<file path="config.mk">
export PLATFORM = sky130hd
export DESIGN_NAME = usb_control_request_responder_top
export DESIGN_NICKNAME = d
export VERILOG_FILES = /design/src/hw/rtl/ucrr_pkg.sv /design/src/hw/rtl/ucrr_decode.sv /design/src/hw/rtl/ucrr_state.sv /design/src/hw/rtl/usb_control_request_responder_top.sv
export SDC_FILE = /design/constraint.sdc
export NUM_CORES = 1
export LEC_CHECK = 0
export ABC_AREA = 1
export BUFFER_PORTS_ARGS = -buffer_cell sky130_fd_sc_hd__buf_2
export CAP_MARGIN = 20
export CORE_ASPECT_RATIO = 1.5
export CORE_MARGIN = 3
export CORE_UTILIZATION = 55
export CTS_BUF_LIST = sky130_fd_sc_hd__clkbuf_8 sky130_fd_sc_hd__clkbuf_16
export DETAILED_ROUTE_END_ITERATION = 6
export PLACE_DENSITY_LB_ADDON = 0.08
export SLEW_MARGIN = 20
export SYNTH_ARGS = -nofsm -noshare
export SYNTH_HDL_FRONTEND = slang
export SYNTH_SLANG_ARGS = --single-unit
</file>
<file path="constraint.sdc">
create_clock -name i_clk -period 3.9 [get_ports i_clk]
set_clock_uncertainty 0.1 [all_clocks]
set_input_delay 0.195 -clock i_clk [delete_from_list [all_inputs] [get_ports i_clk]]
set_output_delay 0.195 -clock i_clk [all_outputs]
set_load 0.1 [all_outputs]
</file>
<file path="src/hw/rtl/ucrr_pkg.sv">
// Package for the USB control request responder.
// Holds request codes, the item and state structs and the endpoint slot lookup.
// No dependencies.
`default_nettype none

package ucrr_pkg;

    // Register map of the configuration port
    localparam int CFG_IDX_W = 2;
    localparam logic [CFG_IDX_W-1:0] CFG_WAKEUP_ALLOWED = 2'd0;
    localparam logic [CFG_IDX_W-1:0] CFG_SELF_POWERED   = 2'd1;

    localparam int SLOT_COUNT = 6;
    localparam int SLOT_W     = 3;

    // Request type field, bits 6..5 of bmRequestType
    localparam logic [1:0] TYPE_STANDARD = 2'b00;
    localparam logic [1:0] TYPE_VENDOR   = 2'b10;

    // Full bmRequestType values
    localparam logic [7:0] RT_DEV_OUT    = 8'h00;
    localparam logic [7:0] RT_EP_OUT     = 8'h02;
    localparam logic [7:0] RT_DEV_IN     = 8'h80;
    localparam logic [7:0] RT_IFACE_IN   = 8'h81;
    localparam logic [7:0] RT_EP_IN      = 8'h82;
    localparam logic [7:0] RT_VENDOR_OUT = 8'h40;
    localparam logic [7:0] RT_VENDOR_IN  = 8'hC0;

    // Standard request codes
    localparam logic [7:0] REQ_GET_STATUS    = 8'd0;
    localparam logic [7:0] REQ_CLEAR_FEATURE = 8'd1;
    localparam logic [7:0] REQ_SET_FEATURE   = 8'd3;
    localparam logic [7:0] REQ_GET_DESC      = 8'd6;
    localparam logic [7:0] REQ_GET_CONFIG    = 8'd8;
    localparam logic [7:0] REQ_SET_CONFIG    = 8'd9;
    localparam logic [7:0] REQ_GET_IFACE     = 8'd10;
    localparam logic [7:0] REQ_SET_IFACE     = 8'd11;

    // Vendor request codes
    localparam logic [7:0] VREQ_RESET        = 8'd0;
    localparam logic [7:0] VREQ_MODEM_CTRL   = 8'd1;
    localparam logic [7:0] VREQ_FLOW_CTRL    = 8'd2;
    localparam logic [7:0] VREQ_BAUD_RATE    = 8'd3;
    localparam logic [7:0] VREQ_DATA_FMT     = 8'd4;
    localparam logic [7:0] VREQ_MODEM_STATUS = 8'd5;
    localparam logic [7:0] VREQ_EVENT_CHAR   = 8'd6;
    localparam logic [7:0] VREQ_ERROR_CHAR   = 8'd7;
    localparam logic [7:0] VREQ_SET_LATENCY  = 8'd9;
    localparam logic [7:0] VREQ_GET_LATENCY  = 8'd10;

    // Descriptor types in wValue high byte
    localparam logic [7:0] DT_DEVICE      = 8'd1;
    localparam logic [7:0] DT_CONFIG      = 8'd2;
    localparam logic [7:0] DT_STRING      = 8'd3;
    localparam logic [7:0] DT_QUALIFIER   = 8'd6;
    localparam logic [7:0] DT_OTHER_SPEED = 8'd7;

    // Descriptor selection codes
    localparam logic [2:0] SEL_NONE      = 3'd0;
    localparam logic [2:0] SEL_DEVICE    = 3'd1;
    localparam logic [2:0] SEL_QUALIFIER = 3'd2;
    localparam logic [2:0] SEL_CONFIG    = 3'd3;
    localparam logic [2:0] SEL_STRING0   = 3'd4;

    localparam logic [7:0] FEAT_EP_HALT      = 8'd0;
    localparam logic [7:0] FEAT_REMOTE_WAKE  = 8'd1;
    localparam logic [7:0] MAX_STRING_INDEX  = 8'd3;

    localparam logic [7:0] MODEM_STATUS_A = 8'h11;
    localparam logic [7:0] MODEM_STATUS_B = 8'h60;
    localparam logic [7:0] LATENCY_ON     = 8'd16;

    localparam logic [1:0] LEN_NONE = 2'd0;
    localparam logic [1:0] LEN_ONE  = 2'd1;
    localparam logic [1:0] LEN_TWO  = 2'd2;

    localparam int IN_TDATA_W  = 40;
    localparam int OUT_TDATA_W = 32;

    typedef struct packed {
        logic [7:0] request_type;
        logic [7:0] request_code;
        logic [7:0] value_low;
        logic [7:0] value_high;
        logic [7:0] index_low;
    } t_req;

    typedef struct packed {
        logic              stall_res;
        logic [2:0]        descriptor_select;
        logic [1:0]        reply_length;
        logic [7:0]        reply_first;
        logic [7:0]        reply_second;
        logic              toggle_reset;
        logic [SLOT_W-1:0] endpoint_slot;
        logic              latency_enabled;
    } t_res;

    typedef struct packed {
        logic                  wakeup_allowed;
        logic                  self_powered;
        logic [7:0]            current_configuration;
        logic [7:0]            current_interface;
        logic                  wakeup_enabled;
        logic [SLOT_COUNT-1:0] endpoint_halted;
        logic [7:0]            latency_value;
    } t_state;

    typedef struct packed {
        logic              set_interface;
        logic              set_configuration;
        logic              wakeup_wr;
        logic              wakeup_val;
        logic              halt_wr;
        logic              halt_val;
        logic [SLOT_W-1:0] slot;
        logic              latency_wr;
        logic [7:0]        value;
    } t_upd;

    typedef struct packed {
        logic              hit;
        logic [SLOT_W-1:0] slot;
    } t_slot;

    // Endpoint address to slot; addresses past EP9 miss
    function automatic t_slot slot_lookup(input logic [7:0] addr);
        logic [6:0] idx;
        t_slot      s;
        idx    = {addr[6:1], (addr > 8'd128)};
        s.hit  = 1'b1;
        case (idx)
            7'd0:    s.slot = 3'd0;
            7'd1:    s.slot = 3'd1;
            7'd2:    s.slot = 3'd2;
            7'd3:    s.slot = 3'd2;
            7'd4:    s.slot = 3'd3;
            7'd5:    s.slot = 3'd3;
            7'd6:    s.slot = 3'd4;
            7'd7:    s.slot = 3'd4;
            7'd8:    s.slot = 3'd5;
            7'd9:    s.slot = 3'd5;
            default: begin
                s.hit  = 1'b0;
                s.slot = 3'd0;
            end
        endcase
        return s;
    endfunction

endpackage

`default_nettype wire

</file>
<file path="src/hw/rtl/ucrr_decode.sv">
// Request decoder: one setup packet plus current state to one result and a state update.
// Purely combinational; uses ucrr_pkg.
`default_nettype none

module ucrr_decode (
    input  wire ucrr_pkg::t_req   i_req,
    input  wire ucrr_pkg::t_state i_state,
    output ucrr_pkg::t_res        o_res,
    output ucrr_pkg::t_upd        o_upd
);
    import ucrr_pkg::*;

    logic  ok;
    t_res  res;
    t_upd  upd;
    t_slot ep;

    assign ep = slot_lookup(i_req.index_low);

    always_comb begin
        ok        = 1'b1;
        res       = '0;
        upd       = '0;
        upd.value = i_req.value_low;
        upd.slot  = ep.slot;

        case (i_req.request_type[6:5])
            TYPE_STANDARD: begin
                case (i_req.request_code)
                    REQ_GET_DESC: begin
                        case (i_req.value_high)
                            DT_DEVICE:      res.descriptor_select = SEL_DEVICE;
                            DT_QUALIFIER:   res.descriptor_select = SEL_QUALIFIER;
                            DT_CONFIG:      res.descriptor_select = SEL_CONFIG;
                            DT_OTHER_SPEED: res.descriptor_select = SEL_CONFIG;
                            DT_STRING: begin
                                if (i_req.value_low > MAX_STRING_INDEX) begin
                                    ok = 1'b0;
                                end else begin
                                    res.descriptor_select =
                                        SEL_STRING0 + {1'b0, i_req.value_low[1:0]};
                                end
                            end
                            default: ok = 1'b0;
                        endcase
                    end
                    REQ_GET_IFACE: begin
                        res.reply_length = LEN_ONE;
                        res.reply_first  = i_state.current_interface;
                    end
                    REQ_SET_IFACE:  upd.set_interface     = 1'b1;
                    REQ_SET_CONFIG: upd.set_configuration = 1'b1;
                    REQ_GET_CONFIG: begin
                        res.reply_length = LEN_ONE;
                        res.reply_first  = i_state.current_configuration;
                    end
                    REQ_GET_STATUS: begin
                        case (i_req.request_type)
                            RT_DEV_IN: begin
                                res.reply_length = LEN_TWO;
                                res.reply_first  = {6'd0, i_state.wakeup_enabled,
                                                    i_state.self_powered};
                            end
                            RT_IFACE_IN: res.reply_length = LEN_TWO;
                            RT_EP_IN: begin
                                if (!ep.hit) begin
                                    ok = 1'b0;
                                end else begin
                                    res.reply_length  = LEN_TWO;
                                    res.reply_first   =
                                        {7'd0, i_state.endpoint_halted[ep.slot]};
                                    res.endpoint_slot = ep.slot;
                                end
                            end
                            default: ok = 1'b0;
                        endcase
                    end
                    REQ_CLEAR_FEATURE: begin
                        // other recipients are accepted and ignored
                        if (i_req.request_type == RT_DEV_OUT) begin
                            if (i_req.value_low != FEAT_REMOTE_WAKE) begin
                                ok = 1'b0;
                            end else begin
                                upd.wakeup_wr  = 1'b1;
                                upd.wakeup_val = 1'b0;
                            end
                        end else if (i_req.request_type == RT_EP_OUT) begin
                            if (i_req.value_low != FEAT_EP_HALT || !ep.hit) begin
                                ok = 1'b0;
                            end else begin
                                upd.halt_wr       = 1'b1;
                                upd.halt_val      = 1'b0;
                                res.toggle_reset  = 1'b1;
                                res.endpoint_slot = ep.slot;
                            end
                        end
                    end
                    REQ_SET_FEATURE: begin
                        if (i_req.request_type == RT_DEV_OUT) begin
                            if (i_req.value_low != FEAT_REMOTE_WAKE ||
                                !i_state.wakeup_allowed) begin
                                ok = 1'b0;
                            end else begin
                                upd.wakeup_wr  = 1'b1;
                                upd.wakeup_val = 1'b1;
                            end
                        end else if (i_req.request_type == RT_EP_OUT) begin
                            // halt whatever the feature selector says
                            if (!ep.hit) begin
                                ok = 1'b0;
                            end else begin
                                upd.halt_wr       = 1'b1;
                                upd.halt_val      = 1'b1;
                                res.endpoint_slot = ep.slot;
                            end
                        end else begin
                            ok = 1'b0;
                        end
                    end
                    default: ok = 1'b0;
                endcase
            end
            TYPE_VENDOR: begin
                if (i_req.request_type == RT_VENDOR_OUT) begin
                    case (i_req.request_code)
                        VREQ_RESET, VREQ_MODEM_CTRL, VREQ_FLOW_CTRL, VREQ_BAUD_RATE,
                        VREQ_DATA_FMT, VREQ_EVENT_CHAR, VREQ_ERROR_CHAR: ok = 1'b1;
                        VREQ_SET_LATENCY: upd.latency_wr = 1'b1;
                        default:          ok = 1'b0;
                    endcase
                end else if (i_req.request_type == RT_VENDOR_IN) begin
                    case (i_req.request_code)
                        VREQ_MODEM_STATUS: begin
                            res.reply_length = LEN_TWO;
                            res.reply_first  = MODEM_STATUS_A;
                            res.reply_second = MODEM_STATUS_B;
                        end
                        VREQ_GET_LATENCY: begin
                            res.reply_length = LEN_ONE;
                            res.reply_first  = LATENCY_ON;
                        end
                        default: ok = 1'b0;
                    endcase
                end
            end
            default: ok = 1'b0;
        endcase

        if (!ok) begin
            res           = '0;
            res.stall_res = 1'b1;
            upd           = '0;
        end

        // flag reflects the latency after this request
        res.latency_enabled = upd.latency_wr ? (i_req.value_low == LATENCY_ON)
                                             : (i_state.latency_value == LATENCY_ON);
    end

    assign o_res = res;
    assign o_upd = upd;

endmodule

`default_nettype wire

</file>
<file path="src/hw/rtl/ucrr_state.sv">
// Device state registers: configuration port registers and request-driven state.
// Applies one decoder update per advancing item; uses ucrr_pkg.
`default_nettype none

module ucrr_state (
    input  wire                              i_clk,
    input  wire                              i_rst_n,
    input  wire                              i_cfg_we,
    input  wire [ucrr_pkg::CFG_IDX_W-1:0]    i_cfg_index,
    input  wire                              i_cfg_data,
    input  wire                              i_upd_en,
    input  wire ucrr_pkg::t_upd              i_upd,
    output ucrr_pkg::t_state                 o_state
);
    import ucrr_pkg::*;

    t_state r_state;
    t_state n_state;

    always_comb begin
        n_state = r_state;
        if (i_cfg_we) begin
            case (i_cfg_index)
                CFG_WAKEUP_ALLOWED: n_state.wakeup_allowed = i_cfg_data;
                CFG_SELF_POWERED:   n_state.self_powered   = i_cfg_data;
                default:            n_state = r_state;
            endcase
        end
        if (i_upd_en) begin
            if (i_upd.set_interface)     n_state.current_interface     = i_upd.value;
            if (i_upd.set_configuration) n_state.current_configuration = i_upd.value;
            if (i_upd.wakeup_wr)         n_state.wakeup_enabled        = i_upd.wakeup_val;
            if (i_upd.halt_wr)           n_state.endpoint_halted[i_upd.slot] = i_upd.halt_val;
            if (i_upd.latency_wr)        n_state.latency_value         = i_upd.value;
        end
    end

    always_ff @(posedge i_clk) begin
        if (!i_rst_n) begin
            r_state <= '0;
        end else begin
            r_state <= n_state;
        end
    end

    assign o_state = r_state;

endmodule

`default_nettype wire

</file>
<file path="src/hw/rtl/usb_control_request_responder_top.sv">
// USB control request responder, top level: input register, decoder, state, result register.
// Depends on ucrr_pkg, ucrr_decode and ucrr_state.
//
// Accepts one setup packet per clock while the output side is not stalled and returns one
// result item for each, passing through the input register and then the result register.
// The input register and the result register are decoupled, so a new item is taken while a
// finished result still waits; the decode and the state update happen in the single cycle an
// item moves from the input register to the result register, so each item sees the state
// left by the item before it. Configuration writes are taken in any cycle and should only be
// issued while no item is in flight.
`default_nettype none

module usb_control_request_responder_top (
    input  wire                                 i_clk,
    input  wire                                 i_rst_n,
    // request_type[7:0], request_code[15:8], value_low[23:16], value_high[31:24],
    // index_low[39:32]
    input  wire [ucrr_pkg::IN_TDATA_W-1:0]      i_s_axis_tdata,
    input  wire                                 i_s_axis_tvalid,
    output logic                                o_s_axis_tready,
    // stall_res[0], descriptor_select[3:1], reply_length[5:4], reply_first[13:6],
    // reply_second[21:14], toggle_reset[22], endpoint_slot[25:23],
    // latency_enabled[26], zero[31:27]
    output logic [ucrr_pkg::OUT_TDATA_W-1:0]    o_m_axis_tdata,
    output logic                                o_m_axis_tvalid,
    input  wire                                 i_m_axis_tready,
    input  wire                                 i_cfg_valid,
    output logic                                o_cfg_ready,
    input  wire [ucrr_pkg::CFG_IDX_W-1:0]       i_cfg_index,
    input  wire                                 i_cfg_data
);
    import ucrr_pkg::*;

    t_req   r_in;
    logic   r_in_valid;
    t_res   r_out;
    logic   r_out_valid;
    t_res   dec_res;
    t_upd   dec_upd;
    t_state state;
    logic   s_accept;
    logic   advance;

    assign advance         = r_in_valid && (!r_out_valid || i_m_axis_tready);
    assign o_s_axis_tready = !r_in_valid || advance;
    assign s_accept        = i_s_axis_tvalid && o_s_axis_tready;
    assign o_cfg_ready     = 1'b1;

    always_ff @(posedge i_clk) begin
        if (!i_rst_n) begin
            r_in_valid <= 1'b0;
        end else if (s_accept) begin
            r_in_valid <= 1'b1;
        end else if (advance) begin
            r_in_valid <= 1'b0;
        end
    end

    always_ff @(posedge i_clk) begin
        if (s_accept) begin
            r_in.request_type <= i_s_axis_tdata[7:0];
            r_in.request_code <= i_s_axis_tdata[15:8];
            r_in.value_low    <= i_s_axis_tdata[23:16];
            r_in.value_high   <= i_s_axis_tdata[31:24];
            r_in.index_low    <= i_s_axis_tdata[39:32];
        end
    end

    ucrr_decode u_decode (
        .i_req   (r_in),
        .i_state (state),
        .o_res   (dec_res),
        .o_upd   (dec_upd)
    );

    ucrr_state u_state (
        .i_clk       (i_clk),
        .i_rst_n     (i_rst_n),
        .i_cfg_we    (i_cfg_valid && o_cfg_ready),
        .i_cfg_index (i_cfg_index),
        .i_cfg_data  (i_cfg_data),
        .i_upd_en    (advance),
        .i_upd       (dec_upd),
        .o_state     (state)
    );

    always_ff @(posedge i_clk) begin
        if (!i_rst_n) begin
            r_out_valid <= 1'b0;
        end else if (advance) begin
            r_out_valid <= 1'b1;
        end else if (i_m_axis_tready) begin
            r_out_valid <= 1'b0;
        end
    end

    // hold the result until taken
    always_ff @(posedge i_clk) begin
        if (advance) begin
            r_out <= dec_res;
        end
    end

    assign o_m_axis_tvalid = r_out_valid;
    assign o_m_axis_tdata  = {5'd0, r_out.latency_enabled, r_out.endpoint_slot,
                              r_out.toggle_reset, r_out.reply_second, r_out.reply_first,
                              r_out.reply_length, r_out.descriptor_select,
                              r_out.stall_res};

    // latency flag in the result agrees with the latency register after the update
    a_latency_flag: assert property (@(posedge i_clk) disable iff (!i_rst_n)
        advance |=> (r_out.latency_enabled == (state.latency_value == LATENCY_ON)))
        else $error("latency flag disagrees with stored latency");

    // a rejected request carries no reply, descriptor or toggle reset
    a_stall_clean: assert property (@(posedge i_clk) disable iff (!i_rst_n)
        (r_out_valid && r_out.stall_res) |->
            (r_out.reply_length == LEN_NONE && r_out.descriptor_select == SEL_NONE &&
             r_out.toggle_reset == 1'b0 && r_out.endpoint_slot == 3'd0))
        else $error("stalled result carries payload");

    a_reply_len: assert property (@(posedge i_clk) disable iff (!i_rst_n)
        r_out_valid |-> (r_out.reply_length != 2'd3))
        else $error("reply length out of range");

    a_toggle_slot: assert property (@(posedge i_clk) disable iff (!i_rst_n)
        (r_out_valid && r_out.toggle_reset) |->
            (r_out.endpoint_slot < SLOT_W'(SLOT_COUNT) && !r_out.stall_res))
        else $error("toggle reset on invalid slot");

    // a held input item is never overwritten
    a_no_overrun: assert property (@(posedge i_clk) disable iff (!i_rst_n)
        (s_accept && r_in_valid) |-> advance)
        else $error("input register overrun");

endmodule

`default_nettype wire
</file>
== Yosys cells after proc, flatten, opt, wreduce, memory -nomap -nowiden ==
Cells that the tools add are included.
Storage, ports and cells
  output and inout port bits: 35
  word-level logic and storage cells: 183
  flip-flop bits (word level): 102
  input port bits: 48
Cells by class
  $lt $le $gt $ge: 5
  $add $sub $neg: 1
  reductions and logical operators: 36
  muxes and demuxes: 77
  bitwise gates (word level): 6
  eq/ne operators: 36
Operator list (number)
  2-to-1 mux 18 bit: 3
  == test 8 x 3 -> 1 bit, second input constant: 6
  == test 8 x 2 -> 1 bit, second input constant: 5
  case mux 10 bit (2 select lines): 2
  == test 8 x 4 -> 1 bit, second input constant: 4
  == test 8 bit, second input constant: 4
  2-to-1 mux 8 bit: 4
  2-to-1 mux 31 bit: 1
  case mux 10 bit (3 select lines): 1
  == test 7 x 3 -> 1 bit, second input constant: 4
  2-to-1 mux 1 bit: 27
  2-to-1 mux 27 bit: 1
  2-to-1 mux 3 bit: 7
  2-to-1 mux 2 bit: 10
  == test 8 x 1 -> 1 bit, second input constant: 2
  == test 8 x 5 -> 1 bit, second input constant: 2
  logical NOT 8 bit: 2
  2-to-1 mux 4 bit: 4
  case mux 8 bit (2 select lines): 1
  case mux 3 bit (5 select lines): 1
  == test 7 x 2 -> 1 bit, second input constant: 2
  == test 7 x 4 -> 1 bit, second input constant: 2
  OR reduction 2 bit: 7
  2-to-1 mux 6 bit: 2
  other kinds (35): 57

== Depth between registers and ports, before layout ==
  word-level depth: 19
  mapped depth: 17
  mapped depth without buffers: 16

== Hierarchy ==
Synthesis repeated with hierarchy kept, for this count alone.
Unflattened totals
  cells, all modules: 501
  area total of the unflattened synthesis: 4673.2 sq um
By module, submodules not included
  usb_control_request_responder_top: area an instance 2159.6 sq um, instances 1, seq. area each 2052.0 sq um, cells each 88
  ucrr_decode: area an instance 1301.2 sq um, instances 1, seq. area each 0.0 sq um, cells each 249
  ucrr_state: area an instance 1212.4 sq um, instances 1, seq. area each 660.6 sq um, cells each 164

== Least setup slack after synthesis ==
Ideal clock, no wire load.
  path type: reg2reg
  from: register r_out_valid, in the netlist o_m_axis_tvalid
  to: register r_in[0] in the netlist's numbering (enable)
  path buffers: 0
  cell stages (with the launch flop): 4
  setup time: 0.438 ns
  slack: 0.561 ns
  clock period less this slack: 3.339 ns
  required time: 3.362 ns
  arrival: 2.801 ns
  cells stage by stage: dfxtp_1 nand3_1 nand2_1 inv_1
On the way
  longest elaborated chain between the ends: 5
Ends and longest elaborated chain
  start: declaration: line usb_control_request_responder_top.sv:37  | logic r_out_valid;
  start signal: assignment: line usb_control_request_responder_top.sv:89  | r_out_valid <= 1'b0;
  start signal: assignment: line usb_control_request_responder_top.sv:91  | r_out_valid <= 1'b1;
  start signal: assignment: line usb_control_request_responder_top.sv:93  | r_out_valid <= 1'b0;
  logical NOT 1 bit: line usb_control_request_responder_top.sv:44  | assign advance = r_in_valid && (!r_out_valid || i_m_axis_tready);
  logical OR 1 bit: line usb_control_request_responder_top.sv:44
  logical AND 1 bit: line usb_control_request_responder_top.sv:44
  logical OR 1 bit: line usb_control_request_responder_top.sv:45  | assign o_s_axis_tready = !r_in_valid || advance;
  net o_s_axis_tready: line usb_control_request_responder_top.sv:20  | output logic o_s_axis_tready,
  logical AND 1 bit: line usb_control_request_responder_top.sv:46  | assign s_accept = i_s_axis_tvalid && o_s_axis_tready;
  net s_accept: line usb_control_request_responder_top.sv:41  | logic s_accept;
  end: declaration: line usb_control_request_responder_top.sv:34  | t_req r_in;
The timed path passes the listed nets, and every way through them passes these cells.
A chain may end at the register's enable or synchronous reset.

== Final worst setup path ==
  from: register r_in[37] in the netlist's numbering
  to: register r_out (netlist bit o_m_axis_tdata[5]) (data pin)
On the way
  longest elaborated chain between the ends: 5
  elaborated cells on any way between the ends: 24
  classes of those cells: eq/ne: 7; mux: 14; reduce/logical: 3
Ends and longest elaborated chain
  == test 8 bit / == test 8 x 2 -> 1 bit (equally long branches): line ucrr_decode.sv:58, ucrr_decode.sv:87, ucrr_decode.sv:107
  OR reduction 2 bit (no line) (tied with other cells)
  case mux 1 bit (2 select lines) (tied with other cells): line ucrr_decode.sv:58  | case (i_req.request_type)
  case mux 1 bit (5 select lines) / case mux 10 bit (3 select lines) (equally long branches): line ucrr_decode.sv:29  | case (i_req.request_code)
  case mux 1 bit (2 select lines) / case mux 10 bit (2 select lines) (equally long branches): line ucrr_decode.sv:27  | case (i_req.request_type[6:5])
  end signal: assignment: line usb_control_request_responder_top.sv:100  | r_out <= dec_res;
  end: declaration: line usb_control_request_responder_top.sv:36  | t_res r_out;
Several ways; a longest one is shown, not always the timed one.

==> results.py <==
metrics = {
    "clock_network": {
        "clk_latency_ns": 0.34,
        "clkTransAtPathRegs_ns": 0.06,
        "ctsResizeCount": 0,
        "cts_root_buffer": "clkbuf_16",
        "cts_sinks": 95,
        "cts_tree": "yes",
        "numCtsBuffers": 9,
        "cts_max_path_buffers": 2,
        "post_cts_buffers": 0,
        "cts_htree_levels": 3,
    },
    "global_routing": {
        "met1_usage_pct": 27.1,
        "grtUsageMet3_pct": 4.52,
        "grt.busiest_layer": "met2",
        "grt_pass1_vias": 3648,
        "gr-usage-all-layers_pct": 23.2,
        "grt_use_met2_pct": 41.5,
        "antenna_found_initial": 0,
        "grt_max_degree": 38,
        "grt_pass1_wl_um": 16500,
        "overflow": 0,
    },
    "layout": {
        "antenna_cells": 0,
        "drive_above_1_share_pct": 17.2,
        "nets": 695,
        "area_growth_pct": 24.0,
        "nFillCells": 633,
    },
    "routing": {
        "drt_pass1_iterations": 4,
        "drc": 0,
        "drt-total-wl_um": 9790,
        "ant_nets": 0,
        "dr_total_vias": 3734,
        "drt_iter0_markers": 227,
        "avgViaCountPerCell": 4.95,
        "wl_per_cell_um": 13.0,
    },
    "synth": {
        "synthFlopType": "edfxtp_1",
        "syn_avg_cell_area_um2": 8.49,
        "syn-instance-count": 534,
        "ys_ff_latch": 95,
        "synth.distinct_cells": 38,
        "yosysTopAreaCell": "edfxtp_1",
        "synth_common_cells": "121 x nand2_1, 86 x inv_1, 82 x nor2_1",
        "synthMostInstantiatedCell": "nand2_1",
        "async_flop_share_pct": 0,
        "synth_edf_count": 60,
        "synth_seq_area_share_pct": 55.2,
        "synth.area.top_cells": "edfxtp_1 40%, dfxtp_1 15%, nand2_1 10%",
        "netlist_area_um2": 4540,
        "yosysTopAreaCellShare_pct": 39.7,
        "ys.warnings.count": 0,
    },
    "outcome": {
        "outcome": "finished clean",
    },
    "timing": {
        "finalSetupTns_ns": 0,
        "hold_slack_ns": 0.0463,
        "slew-limit-headroom_pct": 46.5,
        "report.final.slew_viol_count": 0,
        "finalHoldViolations": 0,
        "finalSetupViolCount": 0,
        "timing.final.ws_setup_ns": 1.49,
        "period_needed_ns": 2.41,
        "timing.fmax_mhz": 416,
        "rsz0062_at_grt": "false",
        "finalCritPeriodShare_pct": 61.7,
        "worst_pin_slew_ns": 0.799,
    },
    "worst_setup_path": {
        "cp_max_fo": 16,
        "ff2ff_setup_slack_ns": 1.49,
        "critical_path_arrival_ns": 2.40,
        "r2r_end": "o_m_axis_tdata[5]$_SDFFCE_PN0P_",
        "r2r_start": "r_in[37]$_DFFE_PP_",
        "crit_type": "flip-flop to flip-flop",
        "worstPathRequired_ns": 3.89,
        "end_kind": "flip-flop",
        "start_kind": "flip-flop",
        "r2r_cells": 13,
    },
    "die": {
        "start_util_pct": 58.1,
        "num_rows": 39,
        "die_x_um": 80.1,
        "die_y_um": 117,
        "coreArea_um2": 7810,
        "io-pin-count": 83,
        "die_area_um2": 9390,
    },
    "placement": {
        "post-dp-hpwl_um": 6690,
        "portBuffers": 70,
        "pre_cts_slack_ns": 1.51,
        "globalplace.congestion": 0.844,
    },
    "power": {
        "p_leak_nw": 2.60,
        "irDropWorstVdd_mv": 0.348,
        "power.density_nw_per_um2": 403,
    },
    "hold_path": {
        "worstHoldStart": "i_m_axis_tready",
        "hold_path.class": "input pin to flip-flop",
        "min_to": "o_m_axis_tvalid$_SDFFE_PN0P_",
        "whs_path_depth": 4,
    },
    "run": {
        "drv_cap": 0,
    },
}
==> kinds of logic (layout without fill, tap and decap cells) <==
family	count (synthesis)	count (layout)	synth area share [%]
AND/OR/NAND/NOR	276	276	27.6
buffers and inverters	111	219	10.8
flip-flops	95	95	55.2
AO/OA/AOI/OAI	50	50	6.26
other	2	12	0.166
==> worst max-delay path by stage <==
stage | endpoint | slack (ns) | startpoint | cells past startpoint
floorplan | r_in[0]$_DFFE_PP_ | 0.56 | o_m_axis_tvalid$_SDFFE_PN0P_ | 3
global placement | o_m_axis_tdata[5]$_SDFFCE_PN0P_ | 1.59 | r_in[37]$_DFFE_PP_ | 13
detailed placement | o_m_axis_tdata[5]$_SDFFCE_PN0P_ | 1.51 | r_in[37]$_DFFE_PP_ | 13
CTS | o_m_axis_tdata[5]$_SDFFCE_PN0P_ | 1.50 | r_in[37]$_DFFE_PP_ | 13
global route | u_state.o_state[7]$_SDFFE_PN0P_ | 1.10 | r_in[35]$_DFFE_PP_ | 7
finish | o_m_axis_tdata[5]$_SDFFCE_PN0P_ | 1.49 | r_in[37]$_DFFE_PP_ | 13
==> cell usage in the layout (no fill, tap or decap), drive strengths merged, types with 15 or more instances in the layout <==
cell / n
dlygate4sd3: 40
edfxtp: 60
inv: 91
nor2: 90
o21ai: 16
nand3: 27
nand2: 130
buf: 72
a21oi: 15
dfxtp: 35
==> per-stage QoR <==
stage          power, mW  area [um^2]  util, %  instances
3_5_place_dp        1.39         4920     63.0        698
5_1_grt             2.34         5620     72.0        754
3_3_place_gp        1.39         4920     63.0        698
4_1_cts             2.28         5620     72.0        754
2_1_floorplan       1.35         4570        -        544
6_report            2.26         5620     72.0        754
==> repair_timing <==
| action | 4_1_cts | 5_1_grt |
|---|---|---|
| endpoints found under the setup margin | 0 | 0 |
| hold buffers | 40 | 0 |
| hold endpoints to repair | 40 | 0 |
==> registers in the layout (all words and copies together) (netlist names) <==
| register | cells |
|---|---|
| u_state.o_state | 33 |
| o_m_axis_tdata | 20 |
| r_in_valid | 1 |
| o_m_axis_tvalid | 1 |
| r_in | 40 |
==> worst max-delay path, cell delays in order (launching register included) <==
cell and delay (ns):
edfxtp_1 0.42, nor2_4 0.25, nand2_2 0.09, nor2_2 0.22
nand2_1 0.09, nand3_1 0.09, nand2_1 0.05, nor2_1 0.11
nand2_2 0.09, nand2_4 0.12, nand2_4 0.14, nand2_1 0.11
nor2_1 0.06, or2_1 0.21
==> per-layer routing <==
metal / vias to the layer above / share of wire, %
met1: 1713 / 40
met2: 88 / 53
met4: 0 / 2.9
met3: 20 / 3.4
met5: - / 0
li1: 1913 / -
==> power breakdown <==
group	switching [mW]	leakage [nW]	internal, mW	total, mW
sequential	0.0231	0.854	1.11	1.13
combinational	0.206	1.60	0.0683	0.274
clock	0.353	0.153	0.506	0.859
==> area by class of cell <==
type	count	area (um^2)	share of cell area, %
tap	102	128	2.27
clock inverter	5	30.0	0.534
clock buffer	11	275	4.90
multi-input combinational	338	1580	28.1
timing repair buffer	112	766	13.6
sequential	95	2500	44.5
inverter	91	342	6.07
(Power assumes the default switching activity.)
